===== config.mk =====
export PLATFORM = sky130hd
export DESIGN_NAME = integer_to_radix_digits
export DESIGN_NICKNAME = d
export VERILOG_FILES = /design/src/hdl/itrd_pkg.sv /design/src/hdl/integer_to_radix_digits.sv /design/src/hdl/itrd_ram.sv /design/src/hdl/itrd_seq.sv /design/src/hdl/itrd_dp.sv
export SDC_FILE = /design/constraint.sdc
export NUM_CORES = 1
export LEC_CHECK = 0
export BUFFER_PORTS_ARGS = -buffer_cell sky130_fd_sc_hd__buf_4
export CAP_MARGIN = 20
export CORE_ASPECT_RATIO = 2
export CORE_MARGIN = 4
export CORE_UTILIZATION = 60
export CTS_CLUSTER_DIAMETER = 50
export DETAILED_ROUTE_END_ITERATION = 16
export GPL_TIMING_DRIVEN = 0
export HOLD_SLACK_MARGIN = 0.05
export PLACE_DENSITY = 0.82
export SLEW_MARGIN = 20
export SYNTH_ARGS = -nofsm -noshare
export SYNTH_HDL_FRONTEND = slang
export SYNTH_HIERARCHICAL = 1
export SYNTH_SLANG_ARGS = --single-unit

===== constraint.sdc =====
create_clock -name clk -period 13.3 [get_ports clk]
set_input_delay 3.99 -clock clk [delete_from_list [all_inputs] [get_ports clk]]
set_output_delay 3.99 -clock clk [all_outputs]
set_load 0.05 [all_outputs]

===== src/hdl/itrd_pkg.sv =====
`timescale 1ns / 1ps
// ----------------------------------------------------------------------------
// itrd_pkg
// Shared constants, types and helpers of the radix digit converter.
// ----------------------------------------------------------------------------
package itrd_pkg;

  localparam int VALUE_WIDTH = 32;
  localparam int IN_TDATA_W  = ((VALUE_WIDTH + 7) / 8) * 8;
  localparam int OUT_TDATA_W = 8;
  localparam int RADIX_W     = 6;
  localparam int DIGIT_W     = 6;
  localparam int CHAR_W      = 7;

  // long division, a few quotient bits per cycle
  localparam int STEP_BITS = 4;
  localparam int DIV_STEPS = (VALUE_WIDTH + STEP_BITS - 1) / STEP_BITS;
  localparam int QW        = DIV_STEPS * STEP_BITS;
  localparam int SC_W      = (DIV_STEPS > 1) ? $clog2(DIV_STEPS) : 1;

  // digit store holds at most one digit per value bit
  localparam int ADDR_W = $clog2(VALUE_WIDTH);
  localparam int CNT_W  = $clog2(VALUE_WIDTH + 1);

  localparam logic [RADIX_W-1:0] RADIX_RESET  = RADIX_W'(10);
  localparam logic [RADIX_W-1:0] RADIX_MIN    = RADIX_W'(2);
  localparam logic [RADIX_W-1:0] RADIX_MAX    = RADIX_W'(36);
  localparam logic [DIGIT_W-1:0] DIGIT_LIMIT  = DIGIT_W'(10);
  localparam logic [CHAR_W-1:0]  ASCII_ZERO   = CHAR_W'(48);
  localparam logic [CHAR_W-1:0]  ASCII_LETTER = CHAR_W'(65);

  typedef enum logic [1:0] {
    ST_OK        = 2'd0,
    ST_BASE_LOW  = 2'd1,
    ST_BASE_HIGH = 2'd2
  } status_t;

  // control lines from the sequencer to the datapath
  typedef struct packed {
    logic in_ready;
    logic div_init;
    logic div_step;
    logic store;
    logic ptr_set;
    logic ptr_dec;
    logic emit_err;
    logic emit_digit;
  } ctrl_t;

  // datapath flags tested by conditional jumps
  typedef struct packed {
    logic in_valid;
    logic base_ok;
    logic out_block;
    logic step_more;
    logic q_nonzero;
    logic ptr_more;
  } stat_t;

  function automatic logic [CHAR_W-1:0] to_ascii(input logic [DIGIT_W-1:0] d);
    logic [CHAR_W-1:0] dw;
    dw = CHAR_W'(d);
    if (d >= DIGIT_LIMIT) begin
      return dw - CHAR_W'(DIGIT_LIMIT) + ASCII_LETTER;
    end
    return dw + ASCII_ZERO;
  endfunction

endpackage


===== src/hdl/integer_to_radix_digits.sv =====
`timescale 1ns / 1ps
// ----------------------------------------------------------------------------
// integer_to_radix_digits
// Converts an unsigned value to ASCII digits in a configurable base 2..36.
// ----------------------------------------------------------------------------
// One value is converted at a time. A microcoded sequencer runs a long
// division of the working quotient by the base, four quotient bits per cycle,
// storing each remainder in a small digit RAM, then reads the digits back
// most significant first. Each digit takes a division-init step, the division
// steps and a store step; each emitted beat takes a read step, an emit step
// and a pointer-decrement step, and an emit waits while the output is blocked.
// A bad base branches from the check step to an error step that emits one beat.
// The next value is taken only when the sequencer is back at its fetch step.
// Write radix only while no conversion is running.
// ----------------------------------------------------------------------------
module integer_to_radix_digits
  import itrd_pkg::*;
(
  input  logic                   clk,
  input  logic                   rst,
  input  logic                   cfg_wr_en,
  input  logic [RADIX_W-1:0]     cfg_wr_data,  // radix
  input  logic                   s_tvalid,
  output logic                   s_tready,
  input  logic [IN_TDATA_W-1:0]  s_tdata,      // value
  output logic                   m_tvalid,
  input  logic                   m_tready,
  output logic [OUT_TDATA_W-1:0] m_tdata,      // digit_char, zero pad
  output logic                   m_tlast,
  output logic [1:0]             m_tuser       // status
);

  logic [RADIX_W-1:0] radix;
  ctrl_t              ctrl;
  stat_t              stat;
  logic [CHAR_W-1:0]  digit_char;
  status_t            status;

  always_ff @(posedge clk) begin
    if (rst) begin
      radix <= RADIX_RESET;
    end else if (cfg_wr_en) begin
      radix <= cfg_wr_data;
    end
  end

  itrd_seq u_seq (
    .clk (clk),
    .rst (rst),
    .stat(stat),
    .ctrl(ctrl)
  );

  itrd_dp u_dp (
    .clk       (clk),
    .rst       (rst),
    .ctrl      (ctrl),
    .stat      (stat),
    .radix     (radix),
    .in_valid  (s_tvalid),
    .in_data   (s_tdata),
    .out_ready (m_tready),
    .out_valid (m_tvalid),
    .digit_char(digit_char),
    .last_digit(m_tlast),
    .status    (status)
  );

  assign s_tready = ctrl.in_ready;
  assign m_tdata  = OUT_TDATA_W'(digit_char);
  assign m_tuser  = status;

endmodule


===== src/hdl/itrd_ram.sv =====
`timescale 1ns / 1ps
// ----------------------------------------------------------------------------
// itrd_ram
// Generic simple dual-port RAM: one write port, one registered read port.
// ----------------------------------------------------------------------------
module itrd_ram #(
  parameter int WIDTH = 8,
  parameter int DEPTH = 32
) (
  input  logic                     clk,
  input  logic                     we,
  input  logic [$clog2(DEPTH)-1:0] waddr,
  input  logic [WIDTH-1:0]         wdata,
  input  logic [$clog2(DEPTH)-1:0] raddr,
  output logic [WIDTH-1:0]         rdata
);

  logic [WIDTH-1:0] mem [DEPTH];

  always_ff @(posedge clk) begin
    if (we) begin
      mem[waddr] <= wdata;
    end
    rdata <= mem[raddr];
  end

endmodule


===== src/hdl/itrd_seq.sv =====
`timescale 1ns / 1ps
// ----------------------------------------------------------------------------
// itrd_seq
// Microcode sequencer: step counter, control ROM and jump condition select.
// ----------------------------------------------------------------------------
module itrd_seq
  import itrd_pkg::*;
(
  input  logic  clk,
  input  logic  rst,
  input  stat_t stat,
  output ctrl_t ctrl
);

  localparam int UPC_W = 4;

  typedef enum logic [2:0] {
    C_NEVER     = 3'd0,
    C_ALWAYS    = 3'd1,
    C_NO_ACCEPT = 3'd2,
    C_BASE_OK   = 3'd3,
    C_OUT_BLOCK = 3'd4,
    C_STEP_MORE = 3'd5,
    C_Q_NONZERO = 3'd6,
    C_PTR_MORE  = 3'd7
  } cond_t;

  typedef struct packed {
    ctrl_t            ctl;
    cond_t            cond;
    logic [UPC_W-1:0] target;
  } uword_t;

  localparam logic [UPC_W-1:0] S_FETCH    = UPC_W'(0);
  localparam logic [UPC_W-1:0] S_CHECK    = UPC_W'(1);
  localparam logic [UPC_W-1:0] S_ERR      = UPC_W'(2);
  localparam logic [UPC_W-1:0] S_BACK     = UPC_W'(3);
  localparam logic [UPC_W-1:0] S_DIV_INIT = UPC_W'(4);
  localparam logic [UPC_W-1:0] S_DIV_STEP = UPC_W'(5);
  localparam logic [UPC_W-1:0] S_STORE    = UPC_W'(6);
  localparam logic [UPC_W-1:0] S_PTR_SET  = UPC_W'(7);
  localparam logic [UPC_W-1:0] S_READ     = UPC_W'(8);
  localparam logic [UPC_W-1:0] S_EMIT     = UPC_W'(9);
  localparam logic [UPC_W-1:0] S_NEXT     = UPC_W'(10);
  localparam logic [UPC_W-1:0] S_DONE     = UPC_W'(11);

  function automatic uword_t ucode(input logic [UPC_W-1:0] a);
    uword_t w;
    w = '0;
    w.cond   = C_NEVER;
    w.target = S_FETCH;
    unique case (a)
      S_FETCH: begin
        w.ctl.in_ready = 1'b1;
        w.cond         = C_NO_ACCEPT;
        w.target       = S_FETCH;
      end
      S_CHECK: begin
        w.cond   = C_BASE_OK;
        w.target = S_DIV_INIT;
      end
      S_ERR: begin
        w.ctl.emit_err = 1'b1;
        w.cond         = C_OUT_BLOCK;
        w.target       = S_ERR;
      end
      S_BACK: begin
        w.cond = C_ALWAYS;
      end
      S_DIV_INIT: begin
        w.ctl.div_init = 1'b1;
      end
      S_DIV_STEP: begin
        w.ctl.div_step = 1'b1;
        w.cond         = C_STEP_MORE;
        w.target       = S_DIV_STEP;
      end
      S_STORE: begin
        w.ctl.store = 1'b1;
        w.cond      = C_Q_NONZERO;
        w.target    = S_DIV_INIT;
      end
      S_PTR_SET: begin
        w.ctl.ptr_set = 1'b1;
      end
      S_READ: begin
        w.cond = C_NEVER;
      end
      S_EMIT: begin
        w.ctl.emit_digit = 1'b1;
        w.cond           = C_OUT_BLOCK;
        w.target         = S_EMIT;
      end
      S_NEXT: begin
        w.ctl.ptr_dec = 1'b1;
        w.cond        = C_PTR_MORE;
        w.target      = S_READ;
      end
      S_DONE: begin
        w.cond = C_ALWAYS;
      end
      default: begin
        w.cond = C_ALWAYS;
      end
    endcase
    return w;
  endfunction

  logic [UPC_W-1:0] upc;
  logic [UPC_W-1:0] upc_next;
  uword_t           uw;
  logic             taken;

  always_comb begin
    uw   = ucode(upc);
    ctrl = uw.ctl;
    case (uw.cond)
      C_NEVER:     taken = 1'b0;
      C_ALWAYS:    taken = 1'b1;
      C_NO_ACCEPT: taken = !stat.in_valid;
      C_BASE_OK:   taken = stat.base_ok;
      C_OUT_BLOCK: taken = stat.out_block;
      C_STEP_MORE: taken = stat.step_more;
      C_Q_NONZERO: taken = stat.q_nonzero;
      C_PTR_MORE:  taken = stat.ptr_more;
      default:     taken = 1'b1;
    endcase
    upc_next = taken ? uw.target : upc + UPC_W'(1);
  end

  always_ff @(posedge clk) begin
    if (rst) begin
      upc <= S_FETCH;
    end else begin
      upc <= upc_next;
    end
  end

`ifndef SYNTH
  a_upc_in_program: assert property (@(posedge clk) disable iff (rst)
    upc <= S_DONE)
    else $error("sequencer left the program");

  a_bad_base_errs: assert property (@(posedge clk) disable iff (rst)
    (upc == S_CHECK && !stat.base_ok) |=> upc == S_ERR)
    else $error("invalid base did not branch to error");
`endif

endmodule


===== src/hdl/itrd_dp.sv =====
`timescale 1ns / 1ps
// ----------------------------------------------------------------------------
// itrd_dp
// Datapath: quotient/remainder divider, digit store, read pointer and
// output register.
// ----------------------------------------------------------------------------
module itrd_dp
  import itrd_pkg::*;
(
  input  logic                    clk,
  input  logic                    rst,
  input  ctrl_t                   ctrl,
  output stat_t                   stat,
  input  logic [RADIX_W-1:0]      radix,
  input  logic                    in_valid,
  input  logic [IN_TDATA_W-1:0]   in_data,
  input  logic                    out_ready,
  output logic                    out_valid,
  output logic [CHAR_W-1:0]       digit_char,
  output logic                    last_digit,
  output status_t                 status
);

  logic [QW-1:0]      q;
  logic [QW-1:0]      q_next;
  logic [DIGIT_W-1:0] rem;
  logic [DIGIT_W-1:0] rem_next;
  logic [SC_W-1:0]    sc;
  logic [CNT_W-1:0]   cnt;
  logic [ADDR_W-1:0]  ptr;
  logic [DIGIT_W-1:0] rdata;
  logic               accept;
  logic               out_block;
  logic               load_out;

  assign accept    = in_valid && ctrl.in_ready;
  assign out_block = out_valid && !out_ready;
  assign load_out  = (ctrl.emit_err || ctrl.emit_digit) && !out_block;

  // STEP_BITS restoring steps of the long division per cycle
  always_comb begin
    logic [DIGIT_W:0] t;
    logic [DIGIT_W:0] b;
    b        = {1'b0, radix};
    rem_next = rem;
    q_next   = q;
    for (int i = 0; i < STEP_BITS; i++) begin
      t      = {rem_next, q_next[QW-1]};
      q_next = {q_next[QW-2:0], 1'b0};
      if (t >= b) begin
        rem_next  = DIGIT_W'(t - b);
        q_next[0] = 1'b1;
      end else begin
        rem_next = t[DIGIT_W-1:0];
      end
    end
  end

  always_ff @(posedge clk) begin
    if (rst) begin
      q   <= '0;
      cnt <= '0;
    end else begin
      if (accept) begin
        q   <= QW'(in_data[VALUE_WIDTH-1:0]);
        cnt <= '0;
      end else if (ctrl.div_step) begin
        q <= q_next;
      end
      if (ctrl.store) begin
        cnt <= cnt + CNT_W'(1);
      end
    end
  end

  always_ff @(posedge clk) begin
    if (ctrl.div_init) begin
      rem <= '0;
      sc  <= SC_W'(DIV_STEPS - 1);
    end else if (ctrl.div_step) begin
      rem <= rem_next;
      if (sc != '0) begin
        sc <= sc - SC_W'(1);
      end
    end
    if (ctrl.ptr_set) begin
      ptr <= ADDR_W'(cnt - CNT_W'(1));
    end else if (ctrl.ptr_dec && ptr != '0) begin
      ptr <= ptr - ADDR_W'(1);
    end
  end

  // remainders least significant first, read back from the top
  itrd_ram #(
    .WIDTH(DIGIT_W),
    .DEPTH(VALUE_WIDTH)
  ) u_store (
    .clk  (clk),
    .we   (ctrl.store),
    .waddr(cnt[ADDR_W-1:0]),
    .wdata(rem),
    .raddr(ptr),
    .rdata(rdata)
  );

  always_ff @(posedge clk) begin
    if (rst) begin
      out_valid <= 1'b0;
    end else if (load_out) begin
      out_valid <= 1'b1;
    end else if (out_ready) begin
      out_valid <= 1'b0;
    end
  end

  always_ff @(posedge clk) begin
    if (load_out) begin
      if (ctrl.emit_err) begin
        digit_char <= '0;
        last_digit <= 1'b1;
        status     <= (radix < RADIX_MIN) ? ST_BASE_LOW : ST_BASE_HIGH;
      end else begin
        digit_char <= to_ascii(rdata);
        last_digit <= (ptr == '0);
        status     <= ST_OK;
      end
    end
  end

  always_comb begin
    stat.in_valid  = in_valid;
    stat.base_ok   = (radix >= RADIX_MIN) && (radix <= RADIX_MAX);
    stat.out_block = out_block;
    stat.step_more = (sc != '0);
    stat.q_nonzero = (q != '0);
    stat.ptr_more  = (ptr != '0);
  end

`ifndef SYNTH
  a_err_shape: assert property (@(posedge clk) disable iff (rst)
    (out_valid && status != ST_OK) |-> (digit_char == '0 && last_digit))
    else $error("error beat carries a digit");

  a_store_in_range: assert property (@(posedge clk) disable iff (rst)
    ctrl.store |-> cnt < CNT_W'(VALUE_WIDTH))
    else $error("digit store overflow");

  a_emit_lands: assert property (@(posedge clk) disable iff (rst)
    load_out |=> out_valid)
    else $error("emitted beat lost");
`endif

endmodule

* After elaboration in Yosys (flattened, before gate mapping) *
Memory sizes are Yosys's and may differ from the RTL's. A register that Yosys moved wholly into a read port is not among the register bits.
Cells that the tools add are included.

storage, ports and cells
  bits in registers = 73
  memories kept = 1
  RAM bits = 192
  output and inout bits = 13

memories
  memory            words  width  read ports  clocked after Yosys merged registers in  write ports  line            text
  u_dp.u_store.mem  32     6      1           1                                        1            itrd_ram.sv:18  logic [WIDTH-1:0] mem [DEPTH];

operators by class
  reduce and logical (&&, ||, !) cells = 23
  equal/unequal tests = 16
  order comparisons = 8
  $add $sub $neg = 12
  muxes and demuxes = 36

operators by type and width
  kind                                                    number
  2-to-1 mux 32 bit                                       2
  2-to-1 mux 6 bit                                        6
  nonzero test 32 bit                                     1
  >= comparator 7 x 6 -> 1 bit                            4
  subtractor 6 bit                                        4
  case mux 3 bit (7 select lines)                         1
  case mux 4 bit (5 select lines)                         1
  2-to-1 mux 1 bit                                        19
  == test 4 x 3 -> 1 bit (second input constant)          4
  2-to-1 mux 7 bit                                        2
  == test 3 bit (second input constant)                   4
  == test 4 bit (second input constant)                   3
  2-to-1 mux 5 bit                                        2
  subtractor 5 x 1 -> 5 bit (second input constant)       2
  case mux 1 bit (8 select lines)                         1
  nonzero test 2 bit                                      4
  adder 6 x 6 -> 7 bit (second input constant)            1
  adder 7 bit (second input constant)                     1
  subtractor 6 x 4 -> 7 bit (second input constant)       1
  adder 6 x 1 -> 6 bit (second input constant)            1
  == test 3 x 2 -> 1 bit (second input constant)          2
  >= comparator 6 x 2 -> 1 bit (second input constant)    1
  >= comparator 6 x 4 -> 1 bit (second input constant)    1
  less-or-equal comparator 6 bit (second input constant)  1
  19 further kinds                                        26

* Logic depth before layout (Yosys ltp) *
  depth in word-level cells = 10
  gate-level depth with buffers = 32

* Cells and area by module *
Netlist, hierarchy kept.

modules (own cells, without submodules)
  module                   area an instance (µm²)  instances  cells an instance  seq. area each (µm²)
  itrd_ram                 7,589.8                 1          323                5,885.6
  itrd_dp                  4,466.8                 1          497                1,391.3
  itrd_seq                 546.8                   1          74                 80.1
  integer_to_radix_digits  227.7                   1          21                 120.1

* Least setup slack after synthesis *
No wires, ideal clock.

  path type = flip-flop to flip-flop
  start = register u_dp.rem[3]
  end = register u_dp.rem[0]
  stages on the path, launching flop included = 32
  slack = 5.579 ns
  data arrival time = 7.626 ns
  data required time = 13.205 ns
  period minus slack after synthesis = 7.721 ns
  cells stage by stage = dfxtp_1 ha_1 a21o_1 a211o_1 a21o_1 buf_6 mux2i_1 ha_1 nor2b_4 o31a_1 o311a_4 a211oi_1 nand2_1 mux2_2 inv_1 ha_1 a2111oi_0 o31ai_1 a211oi_2 nand3_1 buf_2 a21o_1 and2_1 ha_1 nor2b_1 o31a_1 o31a_1 a311oi_1 inv_1 a311o_1 or4_1 o311ai_1

between the ends
  cells in the longest elaborated chain, start to end = 8

ends and longest elaborated chain
  element                                                           line                          text
  from (decl)                                                       itrd_dp.sv:26                 logic [DIGIT_W-1:0] rem;
  from (signal assigned)                                            itrd_dp.sv:81                 rem <= rem_next;
  subtractor 6 bit or >= comparator 7 x 6 -> 1 bit (tied branches)  itrd_dp.sv:51, itrd_dp.sv:50
  2-to-1 mux 6 bit *                                                itrd_dp.sv:50                 if (t >= b) begin
  subtractor 6 bit or >= comparator 7 x 6 -> 1 bit (tied branches)  itrd_dp.sv:51, itrd_dp.sv:50
  2-to-1 mux 6 bit *                                                itrd_dp.sv:50
  >= comparator 7 x 6 -> 1 bit or subtractor 6 bit (tied branches)  itrd_dp.sv:50, itrd_dp.sv:51
  2-to-1 mux 6 bit *                                                itrd_dp.sv:50
  >= comparator 7 x 6 -> 1 bit *                                    itrd_dp.sv:50
  2-to-1 mux 6 bit *                                                itrd_dp.sv:50

Every way passes the cells marked *; elsewhere a longest branch is shown, timed or not.
A chain may end at the register's enable or synchronous reset.

* Worst setup path in the final report *
  start = register u_dp.rem[3]
  end = register u_dp.rem[5]

between the ends
  cells in the longest elaborated chain, start to end = 8

ends and longest elaborated chain
  element                                                           line
  subtractor 6 bit or >= comparator 7 x 6 -> 1 bit (tied branches)  itrd_dp.sv:51, itrd_dp.sv:50
  2-to-1 mux 6 bit *                                                itrd_dp.sv:50
  subtractor 6 bit or >= comparator 7 x 6 -> 1 bit (tied branches)  itrd_dp.sv:51, itrd_dp.sv:50
  2-to-1 mux 6 bit *                                                itrd_dp.sv:50
  >= comparator 7 x 6 -> 1 bit or subtractor 6 bit (tied branches)  itrd_dp.sv:50, itrd_dp.sv:51
  2-to-1 mux 6 bit *                                                itrd_dp.sv:50
  subtractor 6 bit or >= comparator 7 x 6 -> 1 bit (tied branches)  itrd_dp.sv:51, itrd_dp.sv:50
  2-to-1 mux 6 bit *                                                itrd_dp.sv:50

Marks and branches as above.

==> impl_metrics.tcl <==
set metrics [dict create \
    status "finished, final reports clean" \
    ios 56 \
    fp-row-count 75 \
    synth_area_leader_cell "edfxtp_1" \
    grt_pass1_vias 8562 \
    max_stage_delay_ns 0.73 \
    period_needed_ns 9.129 \
    clock_latency_ns 0.51 \
    start_util_pct 61.04 \
    r2r_slack_ns 4.17 \
    syn_avg_cell_area_sq_um 14.02 \
    pwr-share-comb_pct 54.1 \
    cellLeakagePower_uw 0.004945 \
    setup_viol 0 \
    rsz0062_at_grt "no" \
    io_buffers 53 \
    cts-root-buf "clkbuf_16" \
    p_total_uw 3959 \
    intPower_uw 2283 \
    setup_ws_ns 4.171 \
    holdCritStartpoint "u_dp/sc[2]" \
    drive_above_1_share_pct 20.71 \
    wl_per_cell_um 23.71 \
    whs_ns 0.4947 \
    detail-route-antenna-nets 0 \
    async_reset_ff_share_pct 0 \
    cp-start-kind "flip-flop" \
    grt_max_degree 37 \
    postCtsResizedCells 0 \
    path_class "reg2reg" \
    clock_path_buffers 3 \
    cts_hold_buffers 0 \
    hold_viol_final 0 \
    end_kind "flip-flop" \
    yosysUniqueCellTypes 75 \
    die-area_sq_um 23930 \
    r2r_start "u_dp/rem[3]" \
    drt_iter0_drc 462 \
    syn_inst 915 \
    cts_tree "done" \
    pre_cts_ws_ns 3.971 \
    cts_made_buffers 23 \
    slew_violations 0 \
    routed_wirelength_mm 30.30 \
    synthesis.area_sq_um 12830 \
    ys.warnings.count 6 \
    synthTopCellsByArea "edfxtp_1 48%, mux4_2 11%, dfxtp_1 9.8%" \
    worstMarginPinSlew_ns 0.8516 \
    final_nets 1077 \
    setup-tns-final_ns 0 \
    postPlaceCellArea_sq_um 13600 \
    pwr-share-clk_pct 16.5 \
    r2r-end "u_dp/rem[5]" \
    htree_num_levels 1 \
    fmax_mhz 109.5 \
    p_per_area_nw_per_um2 276.4 \
    post-cts-setup-buffer-count 0 \
    track_usage_pct 25.58 \
    synth_edf_count 207 \
    hold_end "u_dp/sc[2]" \
    crit_fanout 35 \
    via_per_inst 6.365 \
    crit_top_cell "ha_1" \
    max_cap_violations 0 \
    ir_worst_vdd_uv 391.9 \
    cts_sinks 270 \
    area_growth_pct 11.62 \
    die_y_um 214.8 \
    min_path_type "reg2reg" \
    dr.pass1.iters 5 \
    dp_hpwl_mm 22.25 \
    synth_top_flop_cell "edfxtp_1" \
    gp_congestion 0.8972 \
    finalInstanceArea_sq_um 14320 \
    p_sw_share_pct 42.33 \
    yosysSeqAreaShare_pct 58.27 \
    grt_pass1_wl_mm 47.39 \
    slew_headroom_pct 43.23 \
    pwr-share-seq_pct 29.5 \
    coreArea_sq_um 21020 \
    yosys.area.top_type_share_pct 48.44 \
    num_vias 8135 \
    switching_power_uw 1676 \
    reg2reg_depth 31 \
    slowest_stage "dfxtp_2" \
    overflow 0 \
    clk_pin_slew_ns 0.07 \
    cp.required_ns 13.71 \
    worstPathArrival_ns 9.54 \
    drc_errors 0 \
    fin_skew_ns 0.006511 \
    synth_most_common_cell "edfxtp_1" \
    worstHoldPathCells 1 \
    synth.cells.most_frequent "207 x edfxtp_1, 101 x nor2_1, 63 x dfxtp_1, 60 x mux4_2, 44 x mux2i_1" \
    die_x_um 111.4 \
    synth_seq_cells 270 \
    layout_worst_path_cycle_share_pct 68.64 \
    synth_fp_nets 998 \
    n_antenna_cell 0 \
    antenna_found_initial 0 \
]
==> critical path: cells and delay by family, from the launching register on <==
family,cells,cell delay (ns)
AO/OA/AOI/OAI,16,4.81
adder cells (fa/ha/maj),4,1.21
AND/OR/NAND/NOR,5,0.95
flip-flops,1,0.73
multiplexers,2,0.71
buffers and inverters,4,0.58
==> power by group through the flow <==
stage               clock [uW]  sequential [uW]  combinational, uW
floorplan                    0             1160               1570
global placement             0             1190               2020
detailed placement           0             1190               2090
CTS                        662             1170               2110
global route               701             1180               2360
finish                     652             1170               2140
==> registers in the layout, indices dropped and copies added (netlist names) <==
name and count:
u_dp/out_valid 1, u_dp/u_store/mem 192, u_dp/digit_char 7, u_dp/u_store/rdata 6
u_seq/upc 4, u_dp/last_digit 1, u_dp/cnt 5, radix 6
u_dp/sc 3, u_dp/q 32, u_dp/rem 6, u_dp/ptr 5
u_dp/status 2
==> area by class of cell <==
class | count | area [sq um]
repair buffers | 54 | 425.4
multi-input cells | 568 | 4951
inverters | 31 | 116.4
fillers | 1472 | 6698
clock buffers | 27 | 590.6
plain buffers | 46 | 289.0
clock inverters | 13 | 130.1
well taps | 269 | 336.6
flip-flops and latches | 270 | 7483
==> placed cells by master, fill, tap and decap left out, types with 27 or more instances in the layout <==
cell type,n
inv_1,31
a211oi_1,34
dfxtp_1,58
a21oi_1,28
mux4_2,60
nor2_1,100
clkbuf_1,27
mux2i_1,44
buf_4,57
ha_1,36
edfxtp_1,207
==> cells by family after synthesis <==
| kind of cell | synth area share [%] |
|---|---|
| muxes | 14.75 |
| and+or+nand+nor | 9.352 |
| DFF | 58.27 |
| xor gates and xnor gates | 1.502 |
| other | 0.02923 |
| buffers and inverters | 3.159 |
| AOI/OAI and AO/OA | 8.796 |
| adders and majority gates | 4.135 |
==> per-layer routing <==
layer | track usage (%) | wire length [um]
met1 | 25.16 | 9538
met3 | 2.646 | 1337
met4 | 15.27 | 1850
met2 | 50.04 | 17580
met5 | 0 | 0
==> worst max-delay path by stage <==
stage	slack, ns	endpoint	cells after the start	startpoint
4_1_cts	3.91	u_dp/rem[5]	31	u_dp/rem[3]
6_report	4.17	u_dp/rem[5]	31	u_dp/rem[3]
3_3_place_gp	4.07	u_dp/rem[0]	31	u_dp/rem[3]
5_1_grt	3.67	u_dp/rem[5]	31	u_dp/rem[3]
3_5_place_dp	3.97	u_dp/rem[5]	31	u_dp/rem[3]
2_1_floorplan	5.58	u_dp/rem[0]	31	u_dp/rem[3]
==> metrics by stage <==
step	std cells	util, %
after CTS	1278	68.11
after detailed placement	1238	64.68
after global routing	1278	68.14
final	1278	68.14
after floorplan	915	-
after global placement	1237	64.54
No activity file was read; power rests on OpenSTA's default activity.
